### src/rtl/afi_pkg.sv
package afi_pkg;

    localparam int DATA_BITS   = 8;
    localparam int INDEX_BITS  = 16;
    localparam int OFS_OUT_BITS = 24;
    localparam int LEN_BITS    = 13;
    localparam int PROF_BITS   = 3;
    localparam int RATE_BITS   = 17;
    localparam int CHAN_BITS   = 3;
    localparam int STAT_BITS   = 2;
    localparam int TDATA_BITS  = 96;
    localparam int HDR_BYTES   = 6;

    localparam logic [7:0]          SYNC_HI  = 8'hFF;
    localparam logic [3:0]          SYNC_LO  = 4'hF;
    localparam logic [LEN_BITS-1:0] MIN_LEN  = 13'd7;

    localparam logic [STAT_BITS-1:0] ST_OK       = 2'd0;
    localparam logic [STAT_BITS-1:0] ST_NO_SYNC  = 2'd1;
    localparam logic [STAT_BITS-1:0] ST_SHORT    = 2'd2;
    localparam logic [STAT_BITS-1:0] ST_OVERFLOW = 2'd3;

    localparam logic KIND_FRAME   = 1'b0;
    localparam logic KIND_SUMMARY = 1'b1;

    typedef enum logic [1:0] {
        PH_WAIT,
        PH_HEAD,
        PH_SKIP,
        PH_STOP
    } afi_phase_t;

    typedef struct packed {
        logic       valid;
        logic [2:0] chan;
        logic [3:0] rate_idx;
        logic [1:0] prof_m1;
        logic       prot;
        logic       ver;
    } afi_info_t;

    typedef struct packed {
        logic                    kind;
        logic [INDEX_BITS-1:0]   index;
        logic [OFS_OUT_BITS-1:0] offset;
        logic [LEN_BITS-1:0]     length;
        logic                    ver;
        logic                    prot;
        logic [PROF_BITS-1:0]    profile;
        logic [RATE_BITS-1:0]    rate;
        logic [CHAN_BITS-1:0]    chan;
        logic [INDEX_BITS-1:0]   total;
        logic [STAT_BITS-1:0]    status;
    } afi_rec_t;

    typedef struct packed {
        logic [1:0] count;
        afi_rec_t   rec_a;
        afi_rec_t   rec_b;
    } afi_push_t;

    function automatic logic [RATE_BITS-1:0] rate_hz(input logic [3:0] idx);
        logic [RATE_BITS-1:0] hz;
        case (idx)
            4'd0:    hz = 17'd96000;
            4'd1:    hz = 17'd88200;
            4'd2:    hz = 17'd64000;
            4'd3:    hz = 17'd48000;
            4'd4:    hz = 17'd44100;
            4'd5:    hz = 17'd32000;
            4'd6:    hz = 17'd24000;
            4'd7:    hz = 17'd22050;
            4'd8:    hz = 17'd16000;
            4'd9:    hz = 17'd12000;
            4'd10:   hz = 17'd11025;
            4'd11:   hz = 17'd8000;
            4'd12:   hz = 17'd7350;
            default: hz = '0;
        endcase
        return hz;
    endfunction

endpackage

### src/rtl/afi_parser.sv
module afi_parser #(
    parameter int OFFSET_BITS = 24,
    parameter int COUNT_BITS  = 16
) (
    input  logic                              aclk,
    input  logic                              aresetn,
    input  logic                              fire,
    input  logic [afi_pkg::DATA_BITS-1:0]     data_byte,
    input  logic                              is_last,
    input  logic [afi_pkg::OFS_OUT_BITS-1:0]  start_offset,
    output afi_pkg::afi_push_t                push
);
    import afi_pkg::*;

    afi_phase_t             phase_reg, phase_next;
    logic [OFFSET_BITS-1:0] pos_reg, pos_next;
    logic [OFFSET_BITS-1:0] cur_reg, cur_next;
    logic [OFFSET_BITS-1:0] nxt_reg, nxt_next;
    logic [COUNT_BITS-1:0]  frames_reg, frames_next;
    logic [2:0]             hidx_reg, hidx_next;
    afi_info_t              info_reg, info_next;
    logic [STAT_BITS-1:0]   err_reg, err_next;
    logic [7:0]             hdr_reg [HDR_BYTES-1];

    logic [OFFSET_BITS-1:0] start_ext;
    logic                   start_hit, head_done, first, sync_ok;
    logic                   sync_bad, len_bad, cnt_full, frame_ok, last_fire;
    logic [LEN_BITS-1:0]    len;
    afi_info_t              info_dec, info_mid;
    logic [STAT_BITS-1:0]   err_mid, sum_status;
    logic [COUNT_BITS-1:0]  frames_mid;
    afi_rec_t               frame_rec, sum_rec;

    assign start_ext = OFFSET_BITS'(start_offset);
    assign start_hit = fire && ((phase_reg == PH_WAIT && pos_reg == start_ext) ||
                                (phase_reg == PH_SKIP && pos_reg == nxt_reg));
    assign head_done = fire && phase_reg == PH_HEAD && hidx_reg == 3'(HDR_BYTES - 1);
    assign first     = frames_reg == '0;
    assign sync_ok   = hdr_reg[0] == SYNC_HI && hdr_reg[1][7:4] == SYNC_LO;
    assign len       = {hdr_reg[3][1:0], hdr_reg[4], data_byte[7:5]};
    assign sync_bad  = head_done && first && !sync_ok;
    assign len_bad   = head_done && !sync_bad && len < MIN_LEN;
    assign cnt_full  = head_done && !sync_bad && !len_bad && (&frames_reg);
    assign frame_ok  = head_done && !sync_bad && !len_bad && !cnt_full;
    assign last_fire = fire && is_last;

    assign info_dec = '{valid: 1'b1,
                        chan: {hdr_reg[2][0], hdr_reg[3][7:6]},
                        rate_idx: hdr_reg[2][5:2],
                        prof_m1: hdr_reg[2][7:6],
                        prot: hdr_reg[1][0],
                        ver: hdr_reg[1][3]};
    assign info_mid   = (head_done && first && !sync_bad) ? info_dec : info_reg;
    assign frames_mid = frame_ok ? frames_reg + 1'b1 : frames_reg;

    always_comb begin
        err_mid = err_reg;
        if (sync_bad) begin
            err_mid = ST_NO_SYNC;
        end else if (len_bad) begin
            err_mid = ST_SHORT;
        end else if (cnt_full) begin
            err_mid = ST_OVERFLOW;
        end
        sum_status = err_mid;
        if (err_mid == ST_OK && frames_mid == '0) begin
            sum_status = ST_NO_SYNC;
        end
    end

    // next phase
    always_comb begin
        phase_next = phase_reg;
        if (start_hit) begin
            phase_next = PH_HEAD;
        end else if (head_done) begin
            phase_next = frame_ok ? PH_SKIP : PH_STOP;
        end
        if (last_fire) begin
            phase_next = PH_WAIT;
        end
    end

    // records
    always_comb begin
        frame_rec         = '0;
        frame_rec.kind    = KIND_FRAME;
        frame_rec.index   = INDEX_BITS'(frames_reg);
        frame_rec.offset  = OFS_OUT_BITS'(cur_reg);
        frame_rec.length  = len;
        frame_rec.total   = INDEX_BITS'(frames_mid);
        frame_rec.status  = ST_OK;
        sum_rec           = '0;
        sum_rec.kind      = KIND_SUMMARY;
        sum_rec.total     = INDEX_BITS'(frames_mid);
        sum_rec.status    = sum_status;
        if (info_mid.valid) begin
            frame_rec.ver     = info_mid.ver;
            frame_rec.prot    = info_mid.prot;
            frame_rec.profile = PROF_BITS'(info_mid.prof_m1) + 1'b1;
            frame_rec.rate    = rate_hz(info_mid.rate_idx);
            frame_rec.chan    = info_mid.chan;
            sum_rec.ver       = frame_rec.ver;
            sum_rec.prot      = frame_rec.prot;
            sum_rec.profile   = frame_rec.profile;
            sum_rec.rate      = frame_rec.rate;
            sum_rec.chan      = frame_rec.chan;
        end
        push.rec_a = frame_ok ? frame_rec : sum_rec;
        push.rec_b = sum_rec;
        push.count = {1'b0, frame_ok} + {1'b0, last_fire};
    end

    // datapath state
    always_comb begin
        pos_next    = pos_reg;
        cur_next    = cur_reg;
        nxt_next    = nxt_reg;
        hidx_next   = hidx_reg;
        frames_next = frames_mid;
        info_next   = info_mid;
        err_next    = err_mid;
        if (fire) begin
            pos_next = pos_reg + 1'b1;
        end
        if (start_hit) begin
            cur_next  = pos_reg;
            hidx_next = 3'd1;
        end else if (fire && phase_reg == PH_HEAD) begin
            hidx_next = hidx_reg + 1'b1;
        end
        if (frame_ok) begin
            nxt_next = cur_reg + OFFSET_BITS'(len);
        end
        if (last_fire) begin
            pos_next    = '0;
            cur_next    = '0;
            nxt_next    = '0;
            hidx_next   = '0;
            frames_next = '0;
            info_next   = '0;
            err_next    = ST_OK;
        end
    end

    always_ff @(posedge aclk) begin
        if (!aresetn) begin
            phase_reg  <= PH_WAIT;
            pos_reg    <= '0;
            cur_reg    <= '0;
            nxt_reg    <= '0;
            hidx_reg   <= '0;
            frames_reg <= '0;
            info_reg   <= '0;
            err_reg    <= ST_OK;
        end else begin
            phase_reg  <= phase_next;
            pos_reg    <= pos_next;
            cur_reg    <= cur_next;
            nxt_reg    <= nxt_next;
            hidx_reg   <= hidx_next;
            frames_reg <= frames_next;
            info_reg   <= info_next;
            err_reg    <= err_next;
        end
    end

    always_ff @(posedge aclk) begin
        if (start_hit) begin
            hdr_reg[0] <= data_byte;
        end else if (fire && phase_reg == PH_HEAD && hidx_reg < 3'(HDR_BYTES - 1)) begin
            hdr_reg[hidx_reg] <= data_byte;
        end
    end

    a_stop_no_frame: assert property (@(posedge aclk) disable iff (!aresetn)
        phase_reg == PH_STOP |-> !frame_ok)
        else $error("frame record while stopped");
    a_hidx_range: assert property (@(posedge aclk) disable iff (!aresetn)
        phase_reg == PH_HEAD |-> (hidx_reg != 3'd0 && hidx_reg < 3'(HDR_BYTES)))
        else $error("header index out of range");
    a_last_clears: assert property (@(posedge aclk) disable iff (!aresetn)
        last_fire |=> (phase_reg == PH_WAIT && frames_reg == '0 && pos_reg == '0))
        else $error("run not cleared after last word");

endmodule

### src/rtl/afi_out_fifo.sv
module afi_out_fifo (
    input  logic               aclk,
    input  logic               aresetn,
    input  afi_pkg::afi_push_t push,
    output logic               room,
    output logic               out_valid,
    input  logic               out_ready,
    output afi_pkg::afi_rec_t  out_rec
);
    import afi_pkg::*;

    localparam int DEPTH = 4;

    afi_rec_t   mem_reg [DEPTH];
    logic [1:0] wr_reg, wr_next;
    logic [1:0] rd_reg, rd_next;
    logic [2:0] cnt_reg, cnt_next;
    logic       pop;

    assign room      = cnt_reg <= 3'(DEPTH - 2);
    assign out_valid = cnt_reg != 3'd0;
    assign out_rec   = mem_reg[rd_reg];
    assign pop       = out_valid && out_ready;

    always_comb begin
        wr_next  = wr_reg + push.count;
        rd_next  = rd_reg + {1'b0, pop};
        cnt_next = cnt_reg + {1'b0, push.count} - {2'b00, pop};
    end

    always_ff @(posedge aclk) begin
        if (!aresetn) begin
            wr_reg  <= '0;
            rd_reg  <= '0;
            cnt_reg <= '0;
        end else begin
            wr_reg  <= wr_next;
            rd_reg  <= rd_next;
            cnt_reg <= cnt_next;
        end
    end

    always_ff @(posedge aclk) begin
        if (push.count != 2'd0) begin
            mem_reg[wr_reg] <= push.rec_a;
        end
        if (push.count == 2'd2) begin
            mem_reg[wr_reg + 2'd1] <= push.rec_b;
        end
    end

    a_no_overflow: assert property (@(posedge aclk) disable iff (!aresetn)
        cnt_reg <= 3'(DEPTH))
        else $error("record queue overflow");
    a_push_room: assert property (@(posedge aclk) disable iff (!aresetn)
        push.count != 2'd0 |-> room)
        else $error("push without room");
    a_ptr_match: assert property (@(posedge aclk) disable iff (!aresetn)
        (cnt_reg == 3'(DEPTH)) || (2'(wr_reg - rd_reg) == cnt_reg[1:0]))
        else $error("queue pointers disagree with count");

endmodule

### src/rtl/adts_frame_indexer.sv
// ADTS frame indexer.
// Input stream s_*: one byte of the ADTS stream per word, s_tlast on the
// final byte. Output stream m_*: one record per word; m_tuser is 0 for a
// frame record (offset, length, index) and 1 for the end-of-stream summary
// that closes a run. A byte that completes a header and is also the last
// byte yields two words, the frame record first.
// Config channel cfg_*: start offset in bytes; write it only while idle.
// cfg_ready is always high.
// An accepted byte is held in the input register and parsed once the record
// queue has room; its records are queued at that edge and show on m_* after it.
// Throughput: one byte per cycle while the record queue has room, limited
// by the single parse stage; the four-word record queue keeps s_tready high
// while m_tready is low until it holds more than two words.
// Reset (aresetn low, synchronous) clears the run state, empties the queue
// and sets the start offset to 0. A summary also returns the run state to
// reset, keeping the start offset.
module adts_frame_indexer #(
    parameter int OFFSET_BITS = 24,
    parameter int COUNT_BITS  = 16
) (
    input  logic                              aclk,
    input  logic                              aresetn,
    input  logic                              cfg_valid,
    output logic                              cfg_ready,
    input  logic [afi_pkg::OFS_OUT_BITS-1:0]  cfg_data,
    input  logic                              s_tvalid,
    output logic                              s_tready,
    input  logic [7:0]                        s_tdata,  // data_byte
    input  logic                              s_tlast,  // is_last
    output logic                              m_tvalid,
    input  logic                              m_tready,
    // frame_index, frame_offset, frame_length, mpeg_version, protection_absent,
    // profile, sample_rate, channel_config, frame_total, status
    output logic [afi_pkg::TDATA_BITS-1:0]    m_tdata,
    output logic [0:0]                        m_tuser   // record_kind
);
    import afi_pkg::*;

    logic [OFS_OUT_BITS-1:0] start_reg;
    logic [7:0]              byte_reg;
    logic                    last_reg;
    logic                    hold_reg;
    logic                    room, fire;
    afi_push_t               push;
    afi_rec_t                rec;

    assign cfg_ready = 1'b1;
    assign fire      = hold_reg && room;
    assign s_tready  = !hold_reg || room;

    always_ff @(posedge aclk) begin
        if (!aresetn) begin
            start_reg <= '0;
            hold_reg  <= 1'b0;
        end else begin
            if (cfg_valid) begin
                start_reg <= cfg_data;
            end
            if (s_tready) begin
                hold_reg <= s_tvalid;
            end
        end
    end

    always_ff @(posedge aclk) begin
        if (s_tvalid && s_tready) begin
            byte_reg <= s_tdata;
            last_reg <= s_tlast;
        end
    end

    afi_parser #(
        .OFFSET_BITS(OFFSET_BITS),
        .COUNT_BITS (COUNT_BITS)
    ) u_parser (
        .aclk        (aclk),
        .aresetn     (aresetn),
        .fire        (fire),
        .data_byte   (byte_reg),
        .is_last     (last_reg),
        .start_offset(start_reg),
        .push        (push)
    );

    afi_out_fifo u_out_fifo (
        .aclk     (aclk),
        .aresetn  (aresetn),
        .push     (push),
        .room     (room),
        .out_valid(m_tvalid),
        .out_ready(m_tready),
        .out_rec  (rec)
    );

    assign m_tuser = rec.kind;
    assign m_tdata = {rec.status, rec.total, rec.chan, rec.rate, rec.profile,
                      rec.prot, rec.ver, rec.length, rec.offset, rec.index};

endmodule

### config.mk
export PLATFORM = sky130hd
export DESIGN_NAME = adts_frame_indexer
export DESIGN_NICKNAME = d
export VERILOG_FILES = /design/src/rtl/afi_pkg.sv /design/src/rtl/afi_parser.sv /design/src/rtl/afi_out_fifo.sv /design/src/rtl/adts_frame_indexer.sv
export SDC_FILE = /design/constraint.sdc
export NUM_CORES = 1
export LEC_CHECK = 0
export ABC_AREA = 0
export BUFFER_PORTS_ARGS = -buffer_cell sky130_fd_sc_hd__buf_2
export CORE_ASPECT_RATIO = 1.5
export CORE_MARGIN = 4
export CORE_UTILIZATION = 40
export DETAILED_ROUTE_END_ITERATION = 16
export PLACE_DENSITY_LB_ADDON = 0.05
export SLEW_MARGIN = 5
export SYNTH_ARGS = -nofsm -noshare
export SYNTH_HDL_FRONTEND = slang
export SYNTH_HIERARCHICAL = 1
export SYNTH_SLANG_ARGS = --single-unit
### constraint.sdc
create_clock -name aclk -period 12.8 [get_ports aclk]
set_input_delay 2.56 -clock aclk [delete_from_list [all_inputs] [get_ports aclk]]
set_output_delay 2.56 -clock aclk [all_outputs]
set_load 0.05 [all_outputs]
==> results of run 1 <==
## how the worst max path moves through the flow
| stage | endpoint | slack, ps | cells past startpoint |
|---|---|---|---|
| 2_1_floorplan | u_out_fifo/mem_reg[0][0] | 2330 | 14 |
| 3_3_place_gp | u_out_fifo/mem_reg[2][69] | 7290 | 12 |
| 3_5_place_dp | u_out_fifo/mem_reg[2][69] | 7210 | 12 |
| 4_1_cts | m_tdata[43] | 6920 | 3 |
| 5_1_grt | m_tdata[19] | 6840 | 3 |
| 6_report | m_tdata[17] | 7080 | 3 |
## worst min-delay path: cells and delay by family, from the launching register on
kind	cells	cell delay, ps
AO/OA/AOI/OAI	1	50
flip-flops	1	310
AND/OR/NAND/NOR	1	50
## cell usage in the layout (no fill, tap or decap), types with 28 or more instances in the layout
cell type,netlist,routed
dfxtp_1,139,137
buf_4,152,28
nor2b_1,31,30
edfxtp_1,430,430
buf_2,56,136
nor2_1,107,106
mux2i_1,59,59
mux4_2,97,97
conb_1,3,55
mux2_1,30,30
ha_1,31,31
mux2_2,360,360
nand3_1,30,30
clkbuf_16,0,60
and2_1,75,75
nand2_1,84,83
xor2_1,52,52
a21oi_1,42,42
xnor2_1,50,50
## report_power, final
group / internal (W) / switching, W / total [W] / leakage [nW]
Sequential: 0.00201 / 0.0000477 / 0.00206 / 5.18
Clock: 0.000960 / 0.000725 / 0.00169 / 0.941
Combinational: 0.000256 / 0.000565 / 0.000821 / 5.67
Total: 0.00322 / 0.00134 / 0.00456 / 11.8
## per-layer routing
layer / up-vias / wire, um / part of all wire, % / track usage, %
met5: - / 0 / 0 / 0
met1: 8173 / 30300 / 43 / 22.4
li1: 7701 / - / - / -
met2: 252 / 37500 / 53 / 33.6
met4: 0 / 1430 / 2.0 / 4.19
met3: 78 / 2100 / 2.9 / 2.63
## layout make-up
type,count,area (um2)
clock inverter,25,180
clock buffer,83,1700
sequential,569,15700
multi-input combinational,1295,11900
inverter,23,86.3
timing repair buffer,164,891
antenna,1,2.50
tap,922,1150
fill,6655,40900
## kinds of logic (layout without fill, tap and decap cells)
kind of cell             Yosys count  in the layout  synth area share [%]
AND/OR/NAND/NOR                  441            441                  7.97
other                              3             56                0.0386
XOR/XNOR                         104            104                  3.22
buffers and inverters            296            295                  6.30
multiplexers                     548            548                  24.7
AO/OA/AOI/OAI                    114            114                  2.51
adder cells (fa/ha/maj)           33             33                  1.47
flip-flops                       569            569                  53.8
## metrics by stage
stage	hold slack (ps)	cells	setup slack, ps
after floorplan	437	2160	2330
after global placement	443	2973	7290
after detailed placement	449	2973	7210
after CTS	459	3081	6920
after global routing	481	3081	6840
final	461	3082	7080
==> summary.md, run 1 <==
| Metric | Value |
|---|---|
| Final design utilization | 43.6% |
| Leading area contributor after synthesis | edfxtp_1 |
| Most frequent cells after synthesis | edfxtp_1 (430), mux2_2 (360), buf_4 (152) |
| Crit path cell chain | buf_4, mux4_2, buf_2 |
| Status | finished clean |
| Synth area leaders | edfxtp_1 (44%), mux2_2 (14%), dfxtp_1 (9.5%) |
| Die area | 77400 um2 |
| Most frequent cell after synthesis | edfxtp_1 |
| CTS tree | yes |
| Slowest stage delay, CP | 930 ps |
| WL per Instance | 23.1 um |
| Main flop type after synthesis | edfxtp_1 |
| Hold Crit Class | register to register |
| Slew Limit Fails | 0 |
| # rows | 121 |
| Worst reg2reg endpoint | u_out_fifo/mem_reg[2][69] |
| Vias | 16200 |
| Share of cells above drive strength 1 | 34.4% |
| Fin area | 31600 um2 |
| CTS Hold Bufs | 0 |
| RSZ-0062 raised after global routing | false |
| P per Cell Area | 144 nW/um2 |
| Hold Vio Cnt, Final | 0 |
| GRT overflow | 0 |
| DR iter-0 viols | 814 |
| Routed vias/inst | 5.26 |
| Synth unique cells | 69 |
| Setup_tns | 0 ps |
| Worst Setup Start Kind | register |
| First-pass GRT wire length | 108000 um |
| Critical Path RT | 10240 ps |
| Worst min-delay path startpoint | u_parser/info_reg[9] |
| DRC errors left | 0 |
| H-tree depth | 2 |
| Worst Hold Depth | 2 |
| Fin crit share | 44.7% |
| CTS root buffer | clkbuf_16 |
| Reg clk slew, reported paths | 70 ps |
| Antenna Nets Post-Route | 0 |
| CP max FO | 60 |
| Slew HR | 28.7% |
| Worst Tran Pin Value | 1070 ps |
| Cts repair resizes | 0 |
| Worst Skew | 21.3 ps |
| Max reg flops | 388 |
| Worst path bufs/invs | 2 |
| Critical path's top delay family | buffers and inverters |
| Die width | 228 um |
| Routability congestion estimate | 0.782 |
| Max-cap viol count | 0 |
| Static Leakage | 11.8 nW |
| CORE AREA | 72500 um2 |
| Worst setup startpoint | u_out_fifo/rd_reg[1] |
| Largest net degree at the start of global routing | 83 |
| Starting Density | 40.2% |
| I/O pin count | 138 |
| FMAX | 0.175 GHz |
| Asr flop ratio synth | 0% |
| Seq/Total Area, Yosys | 53.8% |
| Initial antenna violation count | 3 |
| Initial DRT Pass Iterations | 5 |
| Layout area overhead | 8.44% |
| FF-to-FF Start | u_out_fifo/cnt_reg[0] |
| Final min period | 5720 ps |
| Syn Inst Count | 2108 |
| Post-synth EDFFs | 430 |
| Seq cells post-synth | 569 |
| DP HPWL | 43400 um |
| DRT Wirelength | 71300 um |
| Synth top area share | 44.3% |
| Die Y | 339 um |
| Clock Path Buffers | 3 |
| Synth Area per Inst | 13.8 um2 |
| Critical path class | register to output port |
| Synthesized cell area | 29200 um2 |
| Worst skew pair latency | 630 ps |
| Path depth of the worst reg2reg path | 12 |
| Worst Hold End | u_parser/info_reg[9] |
| CTS Sinks | 569 |
| Layout Nets | 2181 |
| Area of placed instances | 29700 um2 |
| Syn. warnings | 6 |
| Vias in the first global route | 17100 |
| Port buffer count | 136 |
| CTS Buf Count | 57 |
| Final Setup Violations | 0 |
| Max VDD drop | 0.0949 mV |
| Overall power | 0.00456 W |
| All-Layer GR Usage | 18.2% |
| Setup Fix Bufs, Post-CTS | 0 |
| Slowest-stage cell, CP | buf_4 |
| Worst R2R Setup Slack | 7280 ps |
| Critical path endpoint category | output port |
| CP Data Arrival Time | 3160 ps |
No activity file was read; power rests on OpenSTA's default activity.
==> run 2: changes to the inputs <==
clock period = 4.8 ns   (was 12.8 ns; I/O delays follow)
==> summary.md, run 2 (synthesized netlist as in run 1, its figures left out) <==
| Metric | Value |
|---|---|
| FMAX | 0.255 GHz |
| Path depth of the worst reg2reg path | 12 (unchanged) |
| Slew HR | 38.1% (+9.4 points) |
| Worst skew pair latency | 640 ps (about the same) |
| Worst Tran Pin Value | 926 ps (-144 ps) |
| CP max FO | 13 (-78%) |
| Multi-input logic area | 11900 um2 (+0.24%) |
| DP HPWL | 44100 um (+1.7%) |
| Port buffer count | 136 (unchanged) |
| Fin crit share | 81.7% |
| Clock Path Buffers | 3 (unchanged) |
| Critical path endpoint category | register |
| Hold Vio Cnt, Final | 0 (unchanged) |
| CTS Sinks | 569 (unchanged) |
| DR iter-0 viols | 816 (+0.25%) |
| Die area | 77400 um2 (unchanged) |
| Setup Fix Bufs, Post-CTS | 0 (unchanged) |
| DRT Wirelength | 72400 um (+1.5%) |
| Hold Slack | 453 ps (-7.52 ps) |
| Final design utilization | 44.1% (+0.43 points) |
| Die Y | 339 um (unchanged) |
| Register Area | 15700 um2 (about the same) |
| # rows | 121 (unchanged) |
| H-tree depth | 2 (unchanged) |
| Die width | 228 um (unchanged) |
| Max-cap viol count | 0 (unchanged) |
| Vias in the first global route | 17100 (+0.018%) |
| Largest net degree at the start of global routing | 98 (+18%) |
| Reg clk slew, reported paths | 60 ps (about the same) |
| GRT overflow | 0 (unchanged) |
| Layout Nets | 2193 (+0.55%) |
| Final-layout fill cell count | 6550 (-1.6%) |
| Worst Hold End | u_parser/info_reg[9] |
| Share of cells above drive strength 1 | 34.6% (+0.19 points) |
| CTS root buffer | clkbuf_16 |
| Pre-CTS setup slack | 862 ps (-6350 ps) |
| DRC errors left | 0 (unchanged) |
| Initial DRT Pass Iterations | 5 (unchanged) |
| Critical path class | register to register |
| Worst Skew | 25.2 ps (+3.96 ps) |
| Commonest non-fill, non-tap cells in the layout | edfxtp_1 (430), mux2_2 (360), dfxtp_1 (136), buf_2 (136), nor2_1 (105) |
| FF-to-FF Start | u_out_fifo/cnt_reg[0] |
| RSZ-0062 raised after global routing | false |
| CTS Buf Count | 59 (+3.5%) |
| Status | finished clean |
| Starting Density | 40.2% (unchanged) |
| Worst min-delay path startpoint | u_parser/info_reg[9] |
| Max reg flops | 388 (unchanged) |
| I/O pin count | 138 (unchanged) |
| First-pass GRT wire length | 110000 um (+1.2%) |
| Worst Setup Start Kind | register |
| Slew Limit Fails | 0 (unchanged) |
| Cts repair resizes | 0 (unchanged) |
| P per Cell Area | 383 nW/um2 (+170%) |
| Vias | 16400 (+1.0%) |
| Static Leakage | 11.9 nW (+1.4%) |
| CTS tree | yes |
| Max VDD drop | 0.269 mV (+180%) |
| WL per Instance | 23.4 um (+1.1%) |
| Final min period | 3920 ps |
| Critical Path RT | 5300 ps (-4940 ps) |
| Worst Hold Depth | 2 (unchanged) |
| Layout area overhead | 9.51% |
| Hold Crit Class | register to register |
| Routed vias/inst | 5.29 (+0.68%) |
| Routability congestion estimate | 0.821 (+5.1%) |
| Final Setup Violations | 0 (unchanged) |
| Antenna Nets Post-Route | 0 (unchanged) |
| Initial antenna violation count | 3 (unchanged) |
| CORE AREA | 72500 um2 (unchanged) |
| Commonest non-fill, non-tap cell in the layout | edfxtp_1 |
| All-Layer GR Usage | 18.4% (+0.20 points) |
| Worst reg2reg endpoint | u_out_fifo/mem_reg[1][32] |
| CP Data Arrival Time | 4420 ps (+1260 ps) |
| Final WS setup | 877 ps (-6200 ps) |
| Worst R2R Setup Slack | 880 ps (-6400 ps) |
| CTS Hold Bufs | 0 (unchanged) |
-- run 2: worst max-delay path: stages (launching register included) --
cell	delay [ps]
dfxtp_2	350
a21oi_2	140
and2_1	140
and3b_1	260
and3_4	300
nand3_2	330
mux2i_1	590
inv_1	280
ha_1	290
a21oi_1	130
nor2_1	50
a311oi_1	630
mux2_2	280
-- run 2: layout make-up --
type / count / share of cell area, %
Tap cell: 922 / 3.61
Inverter: 23 / 0.270
Clock inverter: 24 / 0.631
Clock buffer: 85 / 5.28
Antenna cell: 1 / 0.00783
Timing Repair Buffer: 174 / 3.65
Sequential cell: 569 / 49.2
Multi-Input combinational cell: 1295 / 37.4
-- run 2: per-stage QoR --
stage | std cells | total power [W] | instance area (um2) | TNS, ps
detailed placement | 2983 | 0.00786 | 30100 | 0
floorplan | 2160 | 0.00731 | 29500 | -140720
global route | 3092 | 0.0127 | 31900 | 0
global placement | 2983 | 0.00786 | 30100 | 0
CTS | 3092 | 0.0125 | 31900 | 0
finish | 3093 | 0.0122 | 31900 | 0
-- run 2: worst max-delay path by stage --
stage	start	end	depth (start not counted)
global route	u_out_fifo/cnt_reg[1]	u_out_fifo/mem_reg[3][32]	12
floorplan	u_out_fifo/cnt_reg[0]	u_out_fifo/mem_reg[3][0]	14
detailed placement	u_out_fifo/cnt_reg[0]	u_out_fifo/mem_reg[0][32]	12
global placement	u_out_fifo/cnt_reg[0]	u_out_fifo/mem_reg[1][32]	12
finish	u_out_fifo/cnt_reg[0]	u_out_fifo/mem_reg[1][32]	12
CTS	u_out_fifo/cnt_reg[0]	u_out_fifo/mem_reg[1][32]	12
-- run 2: layer usage --
layer	global-route usage [%]	share of wire, %	vias up
met5	0	0.036	-
met3	2.60	3.3	76
li1	-	-	7726
met2	33.4	52	298
met4	3.79	1.7	4
met1	23.4	43	8269
-- run 2: where the power goes --
part / internal, W / total (W) / switching [W]
combinational: 0.000705 / 0.00223 / 0.00152
clock: 0.00259 / 0.00454 / 0.00196
sequential: 0.00536 / 0.00548 / 0.000123
==> run 3: changes to the inputs <==
clock period = 3.5 ns   (was 4.8 ns; I/O delays follow)
==> summary.md, run 3 (synthesized netlist as in run 1, its figures left out) <==
| Metric | Value |
|---|---|
| Layout Nets | 2269 (+3.5%) |
| Routed vias/inst | 5.21 (-1.6%) |
| Die Y | 339 um (unchanged) |
| Final-layout fill cell count | 6548 (-0.031%) |
| Worst skew pair latency | 630 ps (about the same) |
| Antenna Nets Post-Route | 0 (unchanged) |
| Worst Tran Pin Value | 1000 ps (+78.6 ps) |
| Initial antenna violation count | 1 (-2) |
| FF-to-FF Start | u_parser/hdr_reg[3][1] |
| Critical path endpoint category | register |
| H-tree depth | 2 (unchanged) |
| Worst min-delay path startpoint | s_tdata[0] |
| Layout area overhead | 12.7% |
| RSZ-0062 raised after global routing | false |
| CP max FO | 37 (+24) |
| Status | finished clean |
| Final min period | 3350 ps (-578 ps) |
| DRC errors left | 0 (unchanged) |
| All-Layer GR Usage | 18.7% (+0.31 points) |
| # rows | 121 (unchanged) |
| Starting Density | 40.2% (unchanged) |
| WL per Instance | 23.0 um (-1.7%) |
| CTS Buf Count | 58 (-1.7%) |
| Overall power | 0.0169 W (+38%) |
| Max VDD drop | 0.458 mV (+71%) |
| Static Leakage | 12.4 nW (+4.1%) |
| P per Cell Area | 514 nW/um2 (+34%) |
| Hold Slack | 303 ps (-151 ps) |
| GRT overflow | 0 (unchanged) |
| Hold Crit Class | primary input to register |
| Worst Skew | 23.2 ps (-2.01 ps) |
| Final Setup Violations | 0 (unchanged) |
| Fin crit share | 95.6% (+14 points) |
| CTS root buffer | clkbuf_16 |
| Max-cap viol count | 0 (unchanged) |
| Cell Count, Final, Fillers Out | 3168 (+2.4%) |
| Reg clk slew, reported paths | 70 ps (about the same) |
| Critical Path RT | 3860 ps (-1440 ps) |
| CP Data Arrival Time | 3710 ps (-710 ps) |
| Vias | 16500 (+0.79%) |
| Die width | 228 um (unchanged) |
| Share of cells above drive strength 1 | 37.6% (+3.1 points) |
| CTS tree | yes |
| Hold Vio Cnt, Final | 0 (unchanged) |
| Slew HR | 32.9% (-5.3 points) |
| DR iter-0 viols | 795 (-2.6%) |
| FMAX | 0.299 GHz (+17%) |
| CORE AREA | 72500 um2 (unchanged) |
| DP HPWL | 46900 um (+6.3%) |
| Port buffer count | 136 (unchanged) |
| Commonest non-fill, non-tap cell in the layout | edfxtp_1 |
| Die area | 77400 um2 (unchanged) |
| DRT Wirelength | 72800 um (+0.66%) |
| Largest net degree at the start of global routing | 61 (-38%) |
| Vias in the first global route | 17500 (+2.7%) |
| Number of diodes | 0 (-1) |
| Worst setup startpoint | u_parser/hdr_reg[3][1] |
| I/O pin count | 138 (unchanged) |
| Final design utilization | 45.3% (+1.3 points) |
| CTS Sinks | 569 (unchanged) |
| Commonest non-fill, non-tap cells in the layout | edfxtp_1 (430), mux2_2 (360), dfxtp_1 (136), buf_2 (136), nor2_1 (103) |
| Max reg flops | 388 (unchanged) |
| Slew Limit Fails | 0 (unchanged) |
| Initial DRT Pass Iterations | 5 (unchanged) |
| Clock Path Buffers | 3 (unchanged) |
| First-pass GRT wire length | 112000 um (+1.9%) |
| Critical path class | register to register |
| Placed cells | 3058 (+2.5%) |
| Worst Setup Start Kind | register |
| Routability congestion estimate | 0.801 (-2.5%) |
## run 3: final cells by class
class / count / area [um2] / share of cell area, %
sequential: 569 / 15700 / 47.8
multi-input combinational: 1295 / 12000 / 36.5
timing repair buffer: 251 / 2020 / 6.14
clock buffer: 86 / 1730 / 5.27
tap: 922 / 1150 / 3.51
clock inverter: 22 / 189 / 0.575
inverter: 23 / 86.3 / 0.263
## run 3: per-stage QoR
stage	setup WS, ps	instance area (um2)	TNS, ps
2_1_floorplan	-1680	29500	-380590
3_3_place_gp	147	30900	0
3_5_place_dp	118	30900	0
4_1_cts	94.1	32800	0
5_1_grt	14.3	32900	0
6_report	154	32900	0
## run 3: where the power goes
group	total, W	internal, W	switching, W
combinational	0.00309	0.00100	0.00209
sequential	0.00750	0.00734	0.000161
clock	0.00632	0.00363	0.00269
total	0.0169	0.0120	0.00494
## run 3: worst max-delay path: stages (launching register included)
cell      delay [ps]
edfxtp_1         420
nor4_1           410
buf_4            180
nand4_1          250
o211ai_4         190
nor2_4            70
ha_4             220
buf_12           140
nor4b_4          450
buf_12           340
mux2_2           380
## run 3: repair_timing
| action | in CTS | in global routing |
|---|---|---|
| resized for setup | 0 | 10 |
| setup buffers | 0 | 2 |
| endpoints found under the setup margin | 0 | 29 |
| hold buffers | 0 | 0 |
## run 3: routing by layer
metal	part of all wire, %	vias to the layer above	wire length, um	GRT usage, %
li1	-	7857	-	-
met1	43	8344	31000	23.3
met2	53	225	38200	34.3
met3	2.8	77	2040	2.61
met4	2.2	0	1570	4.33
met5	0	-	0	0
## run 3: worst paths after layout
path / depth (start not counted) / endpoint / slack, ps
setup / recovery: 10 / u_out_fifo/mem_reg[1][11] / 150
hold / removal: 1 / byte_reg[0] / 300
setup reg to reg: 10 / u_out_fifo/mem_reg[1][11] / 150
hold reg to reg: 2 / u_parser/info_reg[0] / 460
